[config.mk]
export PLATFORM = sky130hd
export DESIGN_NAME = adaptive_crop_size_controller
export DESIGN_NICKNAME = d
export VERILOG_FILES = /design/src/sv/acsc_pkg.sv /design/src/sv/acsc_ctrl.sv /design/src/sv/acsc_dp.sv /design/src/sv/adaptive_crop_size_controller.sv
export SDC_FILE = /design/constraint.sdc
export NUM_CORES = 2
export LEC_CHECK = 0
export BUFFER_PORTS_ARGS = -buffer_cell sky130_fd_sc_hd__buf_2
export CORE_ASPECT_RATIO = 1.2
export CORE_UTILIZATION = 30
export DETAILED_ROUTE_END_ITERATION = 10
export PLACE_DENSITY = 0.55
export SKIP_LAST_GASP = 1
export SLEW_MARGIN = 0
export SYNTH_ARGS = -nofsm -noshare
export SYNTH_HDL_FRONTEND = slang
export SYNTH_SLANG_ARGS = --single-unit
[constraint.sdc]
create_clock -name aclk -period 9 [get_ports aclk]
set_input_delay 0.45 -clock aclk [delete_from_list [all_inputs] [get_ports aclk]]
set_output_delay 0.45 -clock aclk [all_outputs]
set_load 0.01 [all_outputs]
[src/sv/acsc_pkg.sv]
// ----------------------------------------------------------------------------
// acsc_pkg: shared definitions of the adaptive crop size controller
// Widths, register codes and the command and status groups that join the
// controller and the datapath.
// ----------------------------------------------------------------------------
package acsc_pkg;

    localparam int COORD_BITS = 12;
    localparam int WIN_BITS   = COORD_BITS + 1;
    localparam int SIZE_W     = 13;
    localparam int ALPHA_W    = 9;
    localparam int GAIN_W     = 16;
    localparam int MARGIN_W   = 7;
    localparam int FRAC_W     = 8;

    localparam int IN_FIELD_BITS = 6 * COORD_BITS + 2 * WIN_BITS;
    localparam int IN_TDATA_W    = ((IN_FIELD_BITS + 7) / 8) * 8;
    localparam int OUT_TDATA_W   = ((SIZE_W + 7) / 8) * 8;

    localparam int NUM_REGS = 7;
    localparam int ADDR_W   = $clog2(NUM_REGS * 4);
    localparam int APB_DW   = 32;

    // Datapath widths.
    localparam int MX_W    = WIN_BITS + MARGIN_W;
    localparam int EDGE_W  = WIN_BITS + FRAC_W + 2;
    localparam int RAW_W   = COORD_BITS + GAIN_W;
    localparam int FLOOR_W = SIZE_W + 3 + FRAC_W;
    localparam int DES_W   = (RAW_W > FLOOR_W) ? RAW_W + 1 : FLOOR_W + 1;
    localparam int DQ_W    = SIZE_W + FRAC_W;
    localparam int DIFF_W  = DQ_W + 1;
    localparam int PR_W    = DIFF_W + ALPHA_W + 1;
    localparam int SM_W    = SIZE_W + 16;
    localparam int Q_W     = SIZE_W + 1;
    localparam int CNT_W   = $clog2(Q_W);
    localparam int RES_W   = Q_W + 2;

    localparam logic [ALPHA_W-1:0]  ALPHA_ONE  = ALPHA_W'(256);
    localparam logic [MARGIN_W-1:0] MARGIN_MAX = MARGIN_W'(125);
    localparam int                  EDGE_STEPS = 4;

    typedef enum logic [2:0] {
        REG_MIN_SIDE    = 3'd0,
        REG_MAX_SIDE    = 3'd1,
        REG_SEARCH_SIDE = 3'd2,
        REG_STEP_PX     = 3'd3,
        REG_ALPHA_Q8    = 3'd4,
        REG_GAIN_Q8     = 3'd5,
        REG_MARGIN_Q8   = 3'd6
    } reg_idx_t;

    typedef struct packed {
        logic [SIZE_W-1:0]   min_side;
        logic [SIZE_W-1:0]   max_side;
        logic [SIZE_W-1:0]   search_side;
        logic [SIZE_W-1:0]   step_px;
        logic [ALPHA_W-1:0]  alpha_q8;
        logic [GAIN_W-1:0]   gain_q8;
        logic [MARGIN_W-1:0] margin_q8;
    } cfg_t;

    typedef struct packed {
        logic [COORD_BITS-1:0] box_left;
        logic [COORD_BITS-1:0] box_top;
        logic [COORD_BITS-1:0] box_right;
        logic [COORD_BITS-1:0] box_bottom;
        logic [COORD_BITS-1:0] win_left;
        logic [COORD_BITS-1:0] win_top;
        logic [WIN_BITS-1:0]   win_width;
        logic [WIN_BITS-1:0]   win_height;
        logic                  has_target;
    } item_t;

    typedef struct packed {
        logic capture;
        logic box_en;
        logic mul_en;
        logic clamp_en;
        logic smooth_en;
        logic round_en;
        logic div_en;
        logic finish;
    } cmd_t;

    typedef struct packed {
        logic unit_step;
        logic div_last;
    } sts_t;

endpackage

[src/sv/acsc_ctrl.sv]
// ----------------------------------------------------------------------------
// acsc_ctrl: sequencer of the crop size controller
// Walks one request through the datapath stages and, unless the step is 1,
// the remainder divider, then hands the result to the output register.
// ----------------------------------------------------------------------------
module acsc_ctrl (
    input  logic          aclk,
    input  logic          aresetn,
    input  logic          s_tvalid,
    output logic          s_tready,
    input  logic          out_free,
    input  acsc_pkg::sts_t sts,
    output acsc_pkg::cmd_t cmd
);
    import acsc_pkg::*;

    typedef enum logic [2:0] {
        ST_IDLE,
        ST_BOX,
        ST_MUL,
        ST_CLAMP,
        ST_SMOOTH,
        ST_ROUND,
        ST_DIV,
        ST_DONE
    } state_t;

    state_t state_reg, state_next;

    always_comb begin
        state_next = state_reg;
        cmd        = '0;
        unique case (state_reg)
            ST_IDLE: begin
                cmd.capture = s_tvalid;
                if (s_tvalid) state_next = ST_BOX;
            end
            ST_BOX: begin
                cmd.box_en = 1'b1;
                state_next = ST_MUL;
            end
            ST_MUL: begin
                cmd.mul_en = 1'b1;
                state_next = ST_CLAMP;
            end
            ST_CLAMP: begin
                cmd.clamp_en = 1'b1;
                state_next   = ST_SMOOTH;
            end
            ST_SMOOTH: begin
                cmd.smooth_en = 1'b1;
                state_next    = ST_ROUND;
            end
            ST_ROUND: begin
                cmd.round_en = 1'b1;
                state_next   = sts.unit_step ? ST_DONE : ST_DIV;
            end
            ST_DIV: begin
                cmd.div_en = 1'b1;
                if (sts.div_last) state_next = ST_DONE;
            end
            ST_DONE: begin
                cmd.finish = out_free;
                if (out_free) state_next = ST_IDLE;
            end
            default: state_next = ST_IDLE;
        endcase
    end

    always_ff @(posedge aclk) begin
        if (!aresetn) begin
            state_reg <= ST_IDLE;
        end else begin
            state_reg <= state_next;
        end
    end

    assign s_tready = (state_reg == ST_IDLE);

endmodule

[src/sv/acsc_dp.sv]
// ----------------------------------------------------------------------------
// acsc_dp: datapath of the crop size controller
// Box side and gain, edge rule, clamping, smoothing, and rounding to the step
// grid, through a one-bit-per-cycle remainder divider unless the step is 1.
// ----------------------------------------------------------------------------
module acsc_dp (
    input  logic                          aclk,
    input  logic                          aresetn,
    input  acsc_pkg::cfg_t                cfg,
    input  acsc_pkg::item_t               item,
    input  acsc_pkg::cmd_t                cmd,
    output acsc_pkg::sts_t                sts,
    output logic [acsc_pkg::SIZE_W-1:0]   crop_size
);
    import acsc_pkg::*;

    // Effective configuration.
    logic [SIZE_W-1:0]   lo, hi, srch, step_e;
    logic [ALPHA_W-1:0]  alpha_e;
    logic [MARGIN_W-1:0] m_e;

    always_comb begin
        lo      = (cfg.min_side == '0) ? SIZE_W'(1) : cfg.min_side;
        hi      = (cfg.max_side < lo) ? lo : cfg.max_side;
        srch    = (cfg.search_side < lo) ? lo :
                  (cfg.search_side > hi) ? hi : cfg.search_side;
        step_e  = (cfg.step_px == '0) ? SIZE_W'(1) : cfg.step_px;
        alpha_e = (cfg.alpha_q8 > ALPHA_ONE) ? ALPHA_ONE : cfg.alpha_q8;
        m_e     = (cfg.margin_q8 > MARGIN_MAX) ? MARGIN_MAX : cfg.margin_q8;
    end

    item_t                 item_reg;
    logic [SIZE_W-1:0]     current_reg;
    logic [SIZE_W-1:0]     cur_reg;
    logic [COORD_BITS-1:0] side_reg;
    logic [MX_W-1:0]       mx_reg, my_reg;
    logic                  edge_en_reg;
    logic [RAW_W-1:0]      raw_reg;
    logic [FLOOR_W-1:0]    floor_reg;
    logic                  near_reg;
    logic [DQ_W-1:0]       dq_reg;
    logic [SM_W-1:0]       smooth_reg;
    logic [Q_W-1:0]        q_reg, unit_res_reg, dvd_reg;
    logic                  neg_reg;
    logic [SIZE_W-1:0]     rem_reg;
    logic [CNT_W-1:0]      cnt_reg;

    // Box stage.
    logic signed [COORD_BITS:0] bw_s, bh_s;
    logic [COORD_BITS-1:0]      bw, bh, side_next;
    logic [SIZE_W-1:0]          cur_next;

    always_comb begin
        bw_s = $signed({1'b0, item_reg.box_right}) - $signed({1'b0, item_reg.box_left});
        bh_s = $signed({1'b0, item_reg.box_bottom}) - $signed({1'b0, item_reg.box_top});
        // A side of zero or less counts as one pixel.
        bw = (bw_s[COORD_BITS] || bw_s == '0) ? COORD_BITS'(1) : bw_s[COORD_BITS-1:0];
        bh = (bh_s[COORD_BITS] || bh_s == '0) ? COORD_BITS'(1) : bh_s[COORD_BITS-1:0];
        side_next = (bw > bh) ? bw : bh;
        if (current_reg == '0) begin
            cur_next = srch;
        end else if (current_reg < lo) begin
            cur_next = lo;
        end else if (current_reg > hi) begin
            cur_next = hi;
        end else begin
            cur_next = current_reg;
        end
    end

    // Multiply and edge stage.
    logic [EDGE_W-1:0] l_lhs, l_rhs, r_lhs, r_rhs, t_lhs, t_rhs, b_lhs, b_rhs;
    logic              near_next;

    always_comb begin
        l_lhs = EDGE_W'(item_reg.box_left) << FRAC_W;
        l_rhs = (EDGE_W'(item_reg.win_left) << FRAC_W) + EDGE_W'(mx_reg);
        r_lhs = EDGE_W'(item_reg.box_right) << FRAC_W;
        r_rhs = ((EDGE_W'(item_reg.win_left) + EDGE_W'(item_reg.win_width)) << FRAC_W)
                - EDGE_W'(mx_reg);
        t_lhs = EDGE_W'(item_reg.box_top) << FRAC_W;
        t_rhs = (EDGE_W'(item_reg.win_top) << FRAC_W) + EDGE_W'(my_reg);
        b_lhs = EDGE_W'(item_reg.box_bottom) << FRAC_W;
        b_rhs = ((EDGE_W'(item_reg.win_top) + EDGE_W'(item_reg.win_height)) << FRAC_W)
                - EDGE_W'(my_reg);
        near_next = edge_en_reg &&
                    (l_lhs <= l_rhs || r_lhs >= r_rhs || t_lhs <= t_rhs || b_lhs >= b_rhs);
    end

    // Clamp stage.
    logic [DES_W-1:0] des, lo8, hi8;
    logic [DQ_W-1:0]  dq_next;

    always_comb begin
        lo8 = DES_W'(lo) << FRAC_W;
        hi8 = DES_W'(hi) << FRAC_W;
        if (!item_reg.has_target) begin
            des = DES_W'(srch) << FRAC_W;
        end else if (near_reg && DES_W'(raw_reg) < DES_W'(floor_reg)) begin
            des = DES_W'(floor_reg);
        end else begin
            des = DES_W'(raw_reg);
        end
        if (des < lo8) begin
            dq_next = lo8[DQ_W-1:0];
        end else if (des > hi8) begin
            dq_next = hi8[DQ_W-1:0];
        end else begin
            dq_next = des[DQ_W-1:0];
        end
    end

    // Smoothing stage.
    logic signed [DIFF_W-1:0]  diff;
    logic signed [ALPHA_W:0]   alpha_s;
    logic signed [PR_W-1:0]    prod, sm_full;

    always_comb begin
        diff    = $signed({1'b0, dq_reg}) - $signed({1'b0, cur_reg, {FRAC_W{1'b0}}});
        alpha_s = $signed({1'b0, alpha_e});
        prod    = PR_W'(diff) * PR_W'(alpha_s);
        sm_full = $signed(PR_W'({cur_reg, 16'b0})) + prod;
    end

    // Rounding stage: distance from the search size in Q.16, rounded half away
    // from zero; the step division itself is left to the divider.
    logic signed [SM_W:0] off;
    logic [SM_W-1:0]      mag;
    logic [SM_W:0]        qsum, usum;

    always_comb begin
        off  = $signed({1'b0, smooth_reg}) - $signed({1'b0, srch, 16'b0});
        mag  = off[SM_W] ? SM_W'(-off) : off[SM_W-1:0];
        qsum = (SM_W + 1)'(mag) + ((SM_W + 1)'(step_e) << 15);
        usum = (SM_W + 1)'(smooth_reg) + (SM_W + 1)'(32'd32768);
    end

    // Restoring divider, remainder only: n*step equals q minus the remainder.
    logic [Q_W-1:0]    rem_sh;
    logic [SIZE_W-1:0] rem_next;

    always_comb begin
        rem_sh   = {rem_reg, dvd_reg[Q_W-1]};
        rem_next = (rem_sh >= Q_W'(step_e)) ? SIZE_W'(rem_sh - Q_W'(step_e))
                                            : rem_sh[SIZE_W-1:0];
    end

    // Final result.
    logic [Q_W-1:0]          nstep;
    logic signed [RES_W-1:0] res_s, lo_s, hi_s;

    always_comb begin
        nstep = q_reg - Q_W'(rem_reg);
        lo_s  = $signed(RES_W'(lo));
        hi_s  = $signed(RES_W'(hi));
        if (sts.unit_step) begin
            res_s = $signed(RES_W'(unit_res_reg));
        end else if (neg_reg) begin
            res_s = $signed(RES_W'(srch)) - $signed(RES_W'(nstep));
        end else begin
            res_s = $signed(RES_W'(srch)) + $signed(RES_W'(nstep));
        end
        if (res_s < lo_s) begin
            crop_size = lo;
        end else if (res_s > hi_s) begin
            crop_size = hi;
        end else begin
            crop_size = res_s[SIZE_W-1:0];
        end
    end

    assign sts.unit_step = (step_e == SIZE_W'(1));
    assign sts.div_last  = (cnt_reg == CNT_W'(Q_W - 1));

    always_ff @(posedge aclk) begin
        if (!aresetn) begin
            current_reg <= '0;
        end else if (cmd.finish) begin
            current_reg <= crop_size;
        end
    end

    always_ff @(posedge aclk) begin
        if (cmd.capture) begin
            item_reg <= item;
        end
        if (cmd.box_en) begin
            side_reg    <= side_next;
            cur_reg     <= cur_next;
            mx_reg      <= MX_W'(item_reg.win_width) * MX_W'(m_e);
            my_reg      <= MX_W'(item_reg.win_height) * MX_W'(m_e);
            edge_en_reg <= (item_reg.win_width != '0) && (item_reg.win_height != '0)
                           && (m_e != '0);
        end
        if (cmd.mul_en) begin
            raw_reg   <= RAW_W'(side_reg) * RAW_W'(cfg.gain_q8);
            floor_reg <= (FLOOR_W'(cur_reg) + FLOOR_W'(EDGE_STEPS) * FLOOR_W'(step_e))
                         << FRAC_W;
            near_reg  <= near_next;
        end
        if (cmd.clamp_en) begin
            dq_reg <= dq_next;
        end
        if (cmd.smooth_en) begin
            smooth_reg <= sm_full[SM_W-1:0];
        end
        if (cmd.round_en) begin
            q_reg        <= qsum[SM_W:16];
            dvd_reg      <= qsum[SM_W:16];
            unit_res_reg <= usum[SM_W:16];
            neg_reg      <= off[SM_W];
            rem_reg      <= '0;
            cnt_reg      <= '0;
        end else if (cmd.div_en) begin
            rem_reg <= rem_next;
            dvd_reg <= dvd_reg << 1;
            cnt_reg <= cnt_reg + CNT_W'(1);
        end
    end

endmodule

[src/sv/adaptive_crop_size_controller.sv]
// ----------------------------------------------------------------------------
// adaptive_crop_size_controller: per-frame crop side tracking
// Each request passes the box, multiply, clamp, smoothing and rounding states,
// then the remainder divider for the step grid (skipped when the step is 1);
// a new request is accepted only after the last result is in the output register.
// Reset: synchronous active-low aresetn; the configuration registers return
// to their defaults and the current crop side clears to zero, so the first
// frame starts from the search size.
// ----------------------------------------------------------------------------
module adaptive_crop_size_controller (
    input  logic                               aclk,
    input  logic                               aresetn,
    // APB-style configuration port
    input  logic                               psel,
    input  logic                               penable,
    input  logic                               pwrite,
    input  logic [acsc_pkg::ADDR_W-1:0]        paddr,
    input  logic [acsc_pkg::APB_DW-1:0]        pwdata,
    output logic [acsc_pkg::APB_DW-1:0]        prdata,
    output logic                               pready,
    // Input stream
    input  logic                               s_tvalid,
    output logic                               s_tready,
    // box_left, box_top, box_right, box_bottom, win_left, win_top,
    // win_width, win_height (from bit 0 up), zero padded
    input  logic [acsc_pkg::IN_TDATA_W-1:0]    s_tdata,
    // has_target
    input  logic                               s_tuser,
    // Result stream
    output logic                               m_tvalid,
    input  logic                               m_tready,
    // crop_size, zero padded
    output logic [acsc_pkg::OUT_TDATA_W-1:0]   m_tdata
);
    import acsc_pkg::*;

    localparam int CB = COORD_BITS;
    localparam int WB = WIN_BITS;

    cfg_t              cfg_reg;
    item_t             item;
    cmd_t              cmd;
    sts_t              sts;
    logic [SIZE_W-1:0] crop_size;
    logic              m_tvalid_reg;
    logic [SIZE_W-1:0] m_data_reg;
    logic              out_free;
    logic              cfg_wr;
    reg_idx_t          idx;

    assign pready = 1'b1;
    assign cfg_wr = psel && penable && pwrite && pready;
    assign idx    = reg_idx_t'(paddr[ADDR_W-1:2]);

    always_ff @(posedge aclk) begin
        if (!aresetn) begin
            cfg_reg.min_side    <= SIZE_W'(320);
            cfg_reg.max_side    <= SIZE_W'(640);
            cfg_reg.search_side <= SIZE_W'(640);
            cfg_reg.step_px     <= SIZE_W'(1);
            cfg_reg.alpha_q8    <= ALPHA_W'(64);
            cfg_reg.gain_q8     <= GAIN_W'(1707);
            cfg_reg.margin_q8   <= MARGIN_W'(0);
        end else if (cfg_wr) begin
            unique case (idx)
                REG_MIN_SIDE:    cfg_reg.min_side    <= pwdata[SIZE_W-1:0];
                REG_MAX_SIDE:    cfg_reg.max_side    <= pwdata[SIZE_W-1:0];
                REG_SEARCH_SIDE: cfg_reg.search_side <= pwdata[SIZE_W-1:0];
                REG_STEP_PX:     cfg_reg.step_px     <= pwdata[SIZE_W-1:0];
                REG_ALPHA_Q8:    cfg_reg.alpha_q8    <= pwdata[ALPHA_W-1:0];
                REG_GAIN_Q8:     cfg_reg.gain_q8     <= pwdata[GAIN_W-1:0];
                REG_MARGIN_Q8:   cfg_reg.margin_q8   <= pwdata[MARGIN_W-1:0];
                default: ;
            endcase
        end
    end

    always_comb begin
        unique case (idx)
            REG_MIN_SIDE:    prdata = APB_DW'(cfg_reg.min_side);
            REG_MAX_SIDE:    prdata = APB_DW'(cfg_reg.max_side);
            REG_SEARCH_SIDE: prdata = APB_DW'(cfg_reg.search_side);
            REG_STEP_PX:     prdata = APB_DW'(cfg_reg.step_px);
            REG_ALPHA_Q8:    prdata = APB_DW'(cfg_reg.alpha_q8);
            REG_GAIN_Q8:     prdata = APB_DW'(cfg_reg.gain_q8);
            REG_MARGIN_Q8:   prdata = APB_DW'(cfg_reg.margin_q8);
            default:         prdata = '0;
        endcase
    end

    always_comb begin
        item.box_left     = s_tdata[0*CB +: CB];
        item.box_top      = s_tdata[1*CB +: CB];
        item.box_right    = s_tdata[2*CB +: CB];
        item.box_bottom   = s_tdata[3*CB +: CB];
        item.win_left     = s_tdata[4*CB +: CB];
        item.win_top      = s_tdata[5*CB +: CB];
        item.win_width    = s_tdata[6*CB +: WB];
        item.win_height   = s_tdata[6*CB + WB +: WB];
        item.has_target   = s_tuser;
    end

    assign out_free = !m_tvalid_reg || m_tready;

    acsc_ctrl u_ctrl (
        .aclk     (aclk),
        .aresetn  (aresetn),
        .s_tvalid (s_tvalid),
        .s_tready (s_tready),
        .out_free (out_free),
        .sts      (sts),
        .cmd      (cmd)
    );

    acsc_dp u_dp (
        .aclk      (aclk),
        .aresetn   (aresetn),
        .cfg       (cfg_reg),
        .item      (item),
        .cmd       (cmd),
        .sts       (sts),
        .crop_size (crop_size)
    );

    always_ff @(posedge aclk) begin
        if (!aresetn) begin
            m_tvalid_reg <= 1'b0;
        end else if (cmd.finish) begin
            m_tvalid_reg <= 1'b1;
        end else if (m_tready) begin
            m_tvalid_reg <= 1'b0;
        end
    end

    always_ff @(posedge aclk) begin
        if (cmd.finish) begin
            m_data_reg <= crop_size;
        end
    end

    assign m_tvalid = m_tvalid_reg;
    assign m_tdata  = OUT_TDATA_W'(m_data_reg);

    // A result is never written over one that is still waiting.
    a_no_overwrite: assert property (@(posedge aclk) disable iff (!aresetn)
        cmd.finish |-> out_free)
        else $error("result register overwritten while still pending");

    // Only one request is in flight at a time.
    a_one_in_flight: assert property (@(posedge aclk) disable iff (!aresetn)
        (s_tvalid && s_tready) |=> !s_tready)
        else $error("input accepted while a request is still in work");

    // The clamped crop side is never zero.
    a_nonzero_crop: assert property (@(posedge aclk) disable iff (!aresetn)
        m_tvalid |-> (m_tdata[SIZE_W-1:0] != '0))
        else $error("crop size of zero delivered");

    // A result only follows work on an accepted request.
    a_result_from_work: assert property (@(posedge aclk) disable iff (!aresetn)
        cmd.finish |-> !s_tready)
        else $error("result produced while idle");

endmodule
# Yosys cells after proc, flatten, opt, wreduce, memory -nomap -nowiden
# Cells that the tools add are included.
dict set report word_totals {
  word_cells 172
  register_bits 434
  inputBits 149
}
dict set report classes {
  addsub 20
  eq_ne 18
  multipliers 4
  muxes 41
  reduce_logical 34
  magnitude_cmp 18
}
# operator n
set ops {}
lappend ops {{$mux W13} 11}
lappend ops {{$pmux W16 S7} 1}
lappend ops {{$logic_not A13 Y1} 5}
lappend ops {{$mux W29} 2}
lappend ops {{$ge A20 B23 Y1} 2}
lappend ops {{$le A20 B23 Y1} 2}
lappend ops {{$sub A23 B20 Y23} 2}
lappend ops {{$add A20 B20 Y21} 2}
lappend ops {{$mux W21} 2}
lappend ops {{$mul A13 B7 Y20} 2}
lappend ops {{$lt A13 B13 Y1} 3}
lappend ops {{$mux W12} 3}
lappend ops {{$mux W16} 2}
lappend ops {{$add A29 B16 Y30 const B} 1}
lappend ops {{$add A29 B28 Y30} 1}
lappend ops {{$sub A29 B29 Y30} 1}
lappend ops {{$add A29 B29 Y29} 1}
lappend ops {{$gt A29 B21 Y1} 1}
lappend ops {{$lt A29 B21 Y1} 1}
lappend ops {{$mul A22 B10 Y29} 1}
lappend ops {{$neg A29 Y29} 1}
lappend ops {{$add A12 B13 Y14} 2}
lappend ops {{$lt A28 B24 Y1} 1}
lappend ops {{$mul A12 B16 Y28} 1}
lappend ops {{39 further kinds} 84}

# Logic depth before layout (Yosys ltp)
dict set report depth {
  word_depth 13
  depth_mapped 45
}

# Modules after synthesis
# Synthesis repeated with hierarchy kept, for this count alone.
dict set report unflattened {
  cells_unflattened 5263
  area_unflattened_um2 49476.2
}
# module n_inst area_per_inst_um2 cells_per_inst
set by_module_without_submodules {}
lappend by_module_without_submodules {acsc_dp 1 44731.7 4774}
lappend by_module_without_submodules {adaptive_crop_size_controller 1 4446.8 450}
lappend by_module_without_submodules {acsc_ctrl 1 297.8 39}

# Worst setup path before layout
# No wires, ideal clock.
dict set report synth_path {
  path_kind {reg2reg}
  start {register cfg_reg[78] (netlist name)}
  end {register u_dp.current_reg[1]}
  setup_time_ps 122
  t_required_ps 8878
  synth_period_minus_slack_ps 8119
  path_stages_with_launch 39
  arrival_ps 7997
  path_slack_ps 881
  path_buffers 2
  cell_sequence {dfxtp_1 inv_1 ha_1 nand4_1 a211oi_1 o211ai_1 o21bai_2 clkbuf_1 a21o_1 inv_1 ha_1 nor2b_1 o21a_1 o21ai_0 a211o_1 a211oi_1 nand2_1 o221ai_1 [... 3 more ...] o21a_1 o21ai_0 a31o_2 a211oi_1 a21oi_1 xnor2_1 a21oi_1 ha_1 nand4_1 nor2_1 nor3_1 a31oi_1 or2_2 o211ai_2 buf_6 mux2i_1 mux2i_1 o311a_1}
}
dict set report synth_via {
  elab_chain_len 13
  elab_cells_between_ends 16
  classes_between {add/sub: 2; order compare: 5; mux: 8; reduce/logical: 1}
}
# item line
set synth_rtl {}
lappend synth_rtl {{start: declaration} adaptive_crop_size_controller.sv:40} ;# cfg_t cfg_reg;
lappend synth_rtl {{$logic_not A13 Y1} acsc_dp.sv:23} ;# lo = (cfg.min_side == '0) ? SIZE_W'(1) : cfg.min_side;
lappend synth_rtl {{$mux W13 (*)} acsc_dp.sv:23}
lappend synth_rtl {{$lt A13 B13 Y1} acsc_dp.sv:24} ;# hi = (cfg.max_side < lo) ? lo : cfg.max_side;
lappend synth_rtl {{$mux W13} acsc_dp.sv:24}
lappend synth_rtl {{$gt A13 B13 Y1} acsc_dp.sv:26} ;# (cfg.search_side > hi) ? hi : cfg.search_side;
lappend synth_rtl {{$mux W13} acsc_dp.sv:26}
lappend synth_rtl {{$mux W13} acsc_dp.sv:25} ;# srch = (cfg.search_side < lo) ? lo :
lappend synth_rtl {{$add A13 B14 Y15 or $sub A13 B14 Y15 (tied branches)} {acsc_dp.sv:161, acsc_dp.sv:159}}
lappend synth_rtl {{$mux W16} acsc_dp.sv:158} ;# end else if (neg_reg) begin
lappend synth_rtl {{$mux W16} acsc_dp.sv:156} ;# if (sts.unit_step) begin
lappend synth_rtl {{$gt A16 B14 Y1} acsc_dp.sv:165} ;# end else if (res_s > hi_s) begin
lappend synth_rtl {{$mux W13} acsc_dp.sv:165}
lappend synth_rtl {{$mux W13 (*)} acsc_dp.sv:163} ;# if (res_s < lo_s) begin
lappend synth_rtl {{net crop_size[1]} adaptive_crop_size_controller.sv:44} ;# logic [SIZE_W-1:0] crop_size;
lappend synth_rtl {{end signal: assignment} acsc_dp.sv:179} ;# current_reg <= crop_size;
lappend synth_rtl {{end: declaration} acsc_dp.sv:33} ;# logic [SIZE_W-1:0] current_reg;
# The timed path passes the listed nets; every way through them passes the cells marked *.
# A chain may end at the register's enable or synchronous reset.

# Final worst setup path
dict set report layout_path {
  start {register cfg_reg[83] (netlist name)}
  end {register u_dp.dvd_reg[11] (data pin)}
}
dict set report layout_via {
  elab_chain_len 12
  elab_cells_between_ends 13
  classes_between {add/sub: 3; order compare: 3; mux: 6; reduce/logical: 1}
}
# item line
set layout_rtl {}
lappend layout_rtl {{$logic_not A13 Y1} acsc_dp.sv:23}
lappend layout_rtl {{$mux W13 (*)} acsc_dp.sv:23}
lappend layout_rtl {{$lt A13 B13 Y1} acsc_dp.sv:24}
lappend layout_rtl {{$mux W13} acsc_dp.sv:24}
lappend layout_rtl {{$gt A13 B13 Y1} acsc_dp.sv:26}
lappend layout_rtl {{$mux W13} acsc_dp.sv:26}
lappend layout_rtl {{$mux W13 (*)} acsc_dp.sv:25}
lappend layout_rtl {{$sub A29 B29 Y30 (*)} acsc_dp.sv:132} ;# off = $signed({1'b0, smooth_reg}) - $signed({1'b0, srch, 16'b0});
lappend layout_rtl {{$neg A29 Y29} acsc_dp.sv:133} ;# mag = off[SM_W] ? SM_W'(-off) : off[SM_W-1:0];
lappend layout_rtl {{$mux W29 (*)} acsc_dp.sv:133}
lappend layout_rtl {{$add A29 B28 Y30 (*)} acsc_dp.sv:134} ;# qsum = (SM_W + 1)'(mag) + ((SM_W + 1)'(step_e) << 15);
lappend layout_rtl {{net u_dp.qsum[27]} acsc_dp.sv:129} ;# logic [SM_W:0] qsum, usum;
lappend layout_rtl {{$mux W14 (*)} acsc_dp.sv:207} ;# if (cmd.round_en) begin
lappend layout_rtl {{end signal: assignment} acsc_dp.sv:209} ;# dvd_reg <= qsum[SM_W:16];
lappend layout_rtl {{end signal: assignment} acsc_dp.sv:216} ;# dvd_reg <= dvd_reg << 1;
lappend layout_rtl {{end: declaration} acsc_dp.sv:43} ;# logic [Q_W-1:0] q_reg, unit_res_reg, dvd_reg;
# Marked as above.

==> results_dict.tcl <==
set metrics [dict create \
    required_ps 9410 \
    ys_seq_area_share_pct 24.3 \
    drive_above_1_share_pct 8.46 \
    tightest_slew_ps 1190 \
    fin_crit_sh_pct 93.4 \
    rows 161 \
    grtUsageMet3_pct 2.93 \
    dr.first_iter.drc_count 2474 \
    vias 38700 \
    antenna_found_initial 21 \
    grtUsageMet1_pct 23.7 \
    cts_tree "done" \
    grt_pass1_vias 39300 \
    largest_register_ffs 87 \
    synthArstFlopShare_pct 0 \
    design.die.area_um2 164000 \
    detail-route-antenna-nets 0 \
    core_um2 161000 \
    cts_buffers 56 \
    setup_viol 0 \
    slowest_delay_ps 450 \
    wl_per_cell_um 20.2 \
    crit_path_end_kind "flop" \
    crit_path_top_delay_cell "fa_1" \
    fp.dieW_um 370 \
    start_kind "flop" \
    status "complete, no violations" \
    setup_tns_ps 0 \
    max_freq_mhz 119 \
    place_congestion 0.975 \
    power.density_nw_per_um2 221 \
    grt_max_degree 74 \
    clock_skew_ps 22.0 \
    ios 200 \
    cts_max_path_buffers 3 \
    cts.clk_slew.worst_paths_ps 60 \
    ir_drop_uv 312 \
    crit_type "flop to flop" \
    cts_root_buf "clkbuf_16" \
    grt_overflow 0 \
    port-buffer-count 155 \
    grtUsageTotal_pct 18.8 \
    ys.flop_type "edfxtp_1" \
    first_pass_iters 6 \
    numClockSinks 434 \
    area_growth_pct 13.2 \
    grt_pass1_wl_um 235000 \
    vias_per_cell 5.05 \
    hold_viol 0 \
    htreeDepth 2 \
    arrival_ps 8820 \
    fillers 16500 \
    finalWirelength_um 155000 \
    start_util_pct 30.3 \
    yosys_warnings 0 \
    utilization_pct 34.3 \
    ys_ff_latch 434 \
    drc 0 \
    die_y_um 444 \
    cp_max_fo 11 \
    clk_latency_ps 670 \
    grtUsageMet2_pct 32.0 \
    period_needed_ps 8410 \
    synth_edf_count 316 \
    drv_slew 0 \
    leakage_uw 0.0251 \
    worstHoldPathType "primary input to flop" \
    rsz0062_at_grt "false" \
    finalNetCount 6683 \
    synthesis.area_um2 48800 \
    post-dp-hpwl_um 124000 \
    synthDistinctLibCells 89 \
    top_usage_layer "met2" \
    avgSynthCellArea_um2 9.30 \
    slew_headroom_pct 18.3 \
    cap_violations 0 \
    synthCells 5246 \
]
[final cells by class]
| cell class | count | area [um2] | area share (%) |
|---|---|---|---|
| clock buffer | 71 | 1520 | 2.75 |
| clock inverter | 34 | 304 | 0.550 |
| antenna | 10 | 25.0 | 0.0453 |
| sequential | 434 | 11900 | 21.4 |
| multi-input combinational | 3969 | 33700 | 61.0 |
| inverter | 662 | 2480 | 4.50 |
| timing repair buffer | 377 | 2700 | 4.88 |
| tap | 2119 | 2650 | 4.80 |
[report_power, final]
group          leakage, uW  switching (uW)  internal (uW)
logic               0.0203            4050           3030
registers          0.00391             249           2580
clock network     0.000891             990           1290
total               0.0251            5290           6900
[repair_timing]
action,4_1_cts,5_1_grt
setup buffers,0,2
setup endpoints to repair,0,32
hold endpoints to repair,92,0
hold buffers,92,0
gates resized for setup,0,2
[layout by cell type (no fill, tap or decap), types with 12 or more instances in the layout]
cell type and instances:
o21ai_0 156, buf_2 155, and3_1 28, a211oi_1 23, clkbuf_16 57, dlygate4sd3_1 92
xnor2_1 183, nand2_1 640, a31oi_1 29, nand2b_1 64, conb_1 20, nor2_1 306
edfxtp_1 316, mux2_2 29, a21boi_0 15, and2_1 211, nor3_1 68, o221ai_1 14
o21a_1 47, nor2b_1 68, fa_1 426, mux2i_1 124, o21bai_1 36, or3_1 21
inv_1 659, nor4_1 24, a21o_1 102, ha_1 608, a21oi_1 278, o211ai_1 14
mux4_2 12, o22ai_1 19, buf_4 128, nand3_1 73, o31ai_1 16, nand4_1 43
dfxtp_1 118, xor2_1 94, or2_2 14
[cells in the mapped netlist, drive strengths merged (30+ instances only)]
cell	instances	area (um2)
nor3	70	360
nand2	640	2400
o21bai	37	282
fa	426	8530
and2	212	1330
xor2	94	823
o21ai	164	825
mux2	31	357
o21a	47	353
ha	608	7610
a21o	102	766
nand2b	64	400
nor2	308	1160
edfxtp	316	9490
inv	661	2480
a21oi	280	1410
nand4	43	269
nor2b	69	432
a31oi	30	194
nand3	73	365
clkbuf	148	557
mux2i	124	1240
dfxtp	118	2360
buf	51	304
xnor2	183	1600
[cell families (layout without fill, tap and decap cells)]
logic type	Yosys count	after routing	synth area share [%]
AND/OR/NAND/NOR	1605	1605	15.6
XOR/XNOR	277	277	4.97
multiplexers	167	167	3.83
adder cells (fa/ha/maj)	1034	1034	33.1
flip-flops	434	434	24.3
buffers and inverters	861	1144	6.86
other	2	30	0.0154
AO/OA/AOI/OAI	866	866	11.4
[metal layers]
layer  vias up  part of all wire, %  routed length (um)
met5         -                0.061                  94
met4        14                  4.2                6450
met3       284                  5.7                8920
met2      1031                   48               74600
met1     19200                   42               65100
li1      18200                    -                   -
[stage by stage]
step	hold slack (ps)	cells	instance area [um2]	worst slack [ps]	power (uW)
2_1_floorplan	442	5264	48900	881	8050
3_3_place_gp	456	7467	52500	475	9790
3_5_place_dp	467	7467	52500	405	9890
4_1_cts	0.455	7664	55200	384	12300
5_1_grt	5.79	7666	55200	17.1	13300
6_report	17.0	7676	55300	592	12200
[worst paths after layout]
| path | start | to | slack [ps] | cells past startpoint |
|---|---|---|---|---|
| worst max-delay path | cfg_reg[83] | u_dp.dvd_reg[11] | 590 | 37 |
| worst min-delay path | s_tdata[77] | u_dp.item_reg[19] | 20 | 1 |
| worst max register to register | cfg_reg[83] | u_dp.dvd_reg[11] | 590 | 37 |
| worst min register to register | cfg_reg[26] | cfg_reg[26] | 480 | 2 |
[critical path, delay by kind of cell (launching register included)]
family	cells	cell delay, ps
AO/OA/AOI/OAI	17	3350
XOR/XNOR	2	420
adder cells (fa/ha/maj)	4	1360
buffers and inverters	5	830
multiplexers	2	680
AND/OR/NAND/NOR	7	1190
flip-flops	1	320
Power figures use the tool's default switching activity.
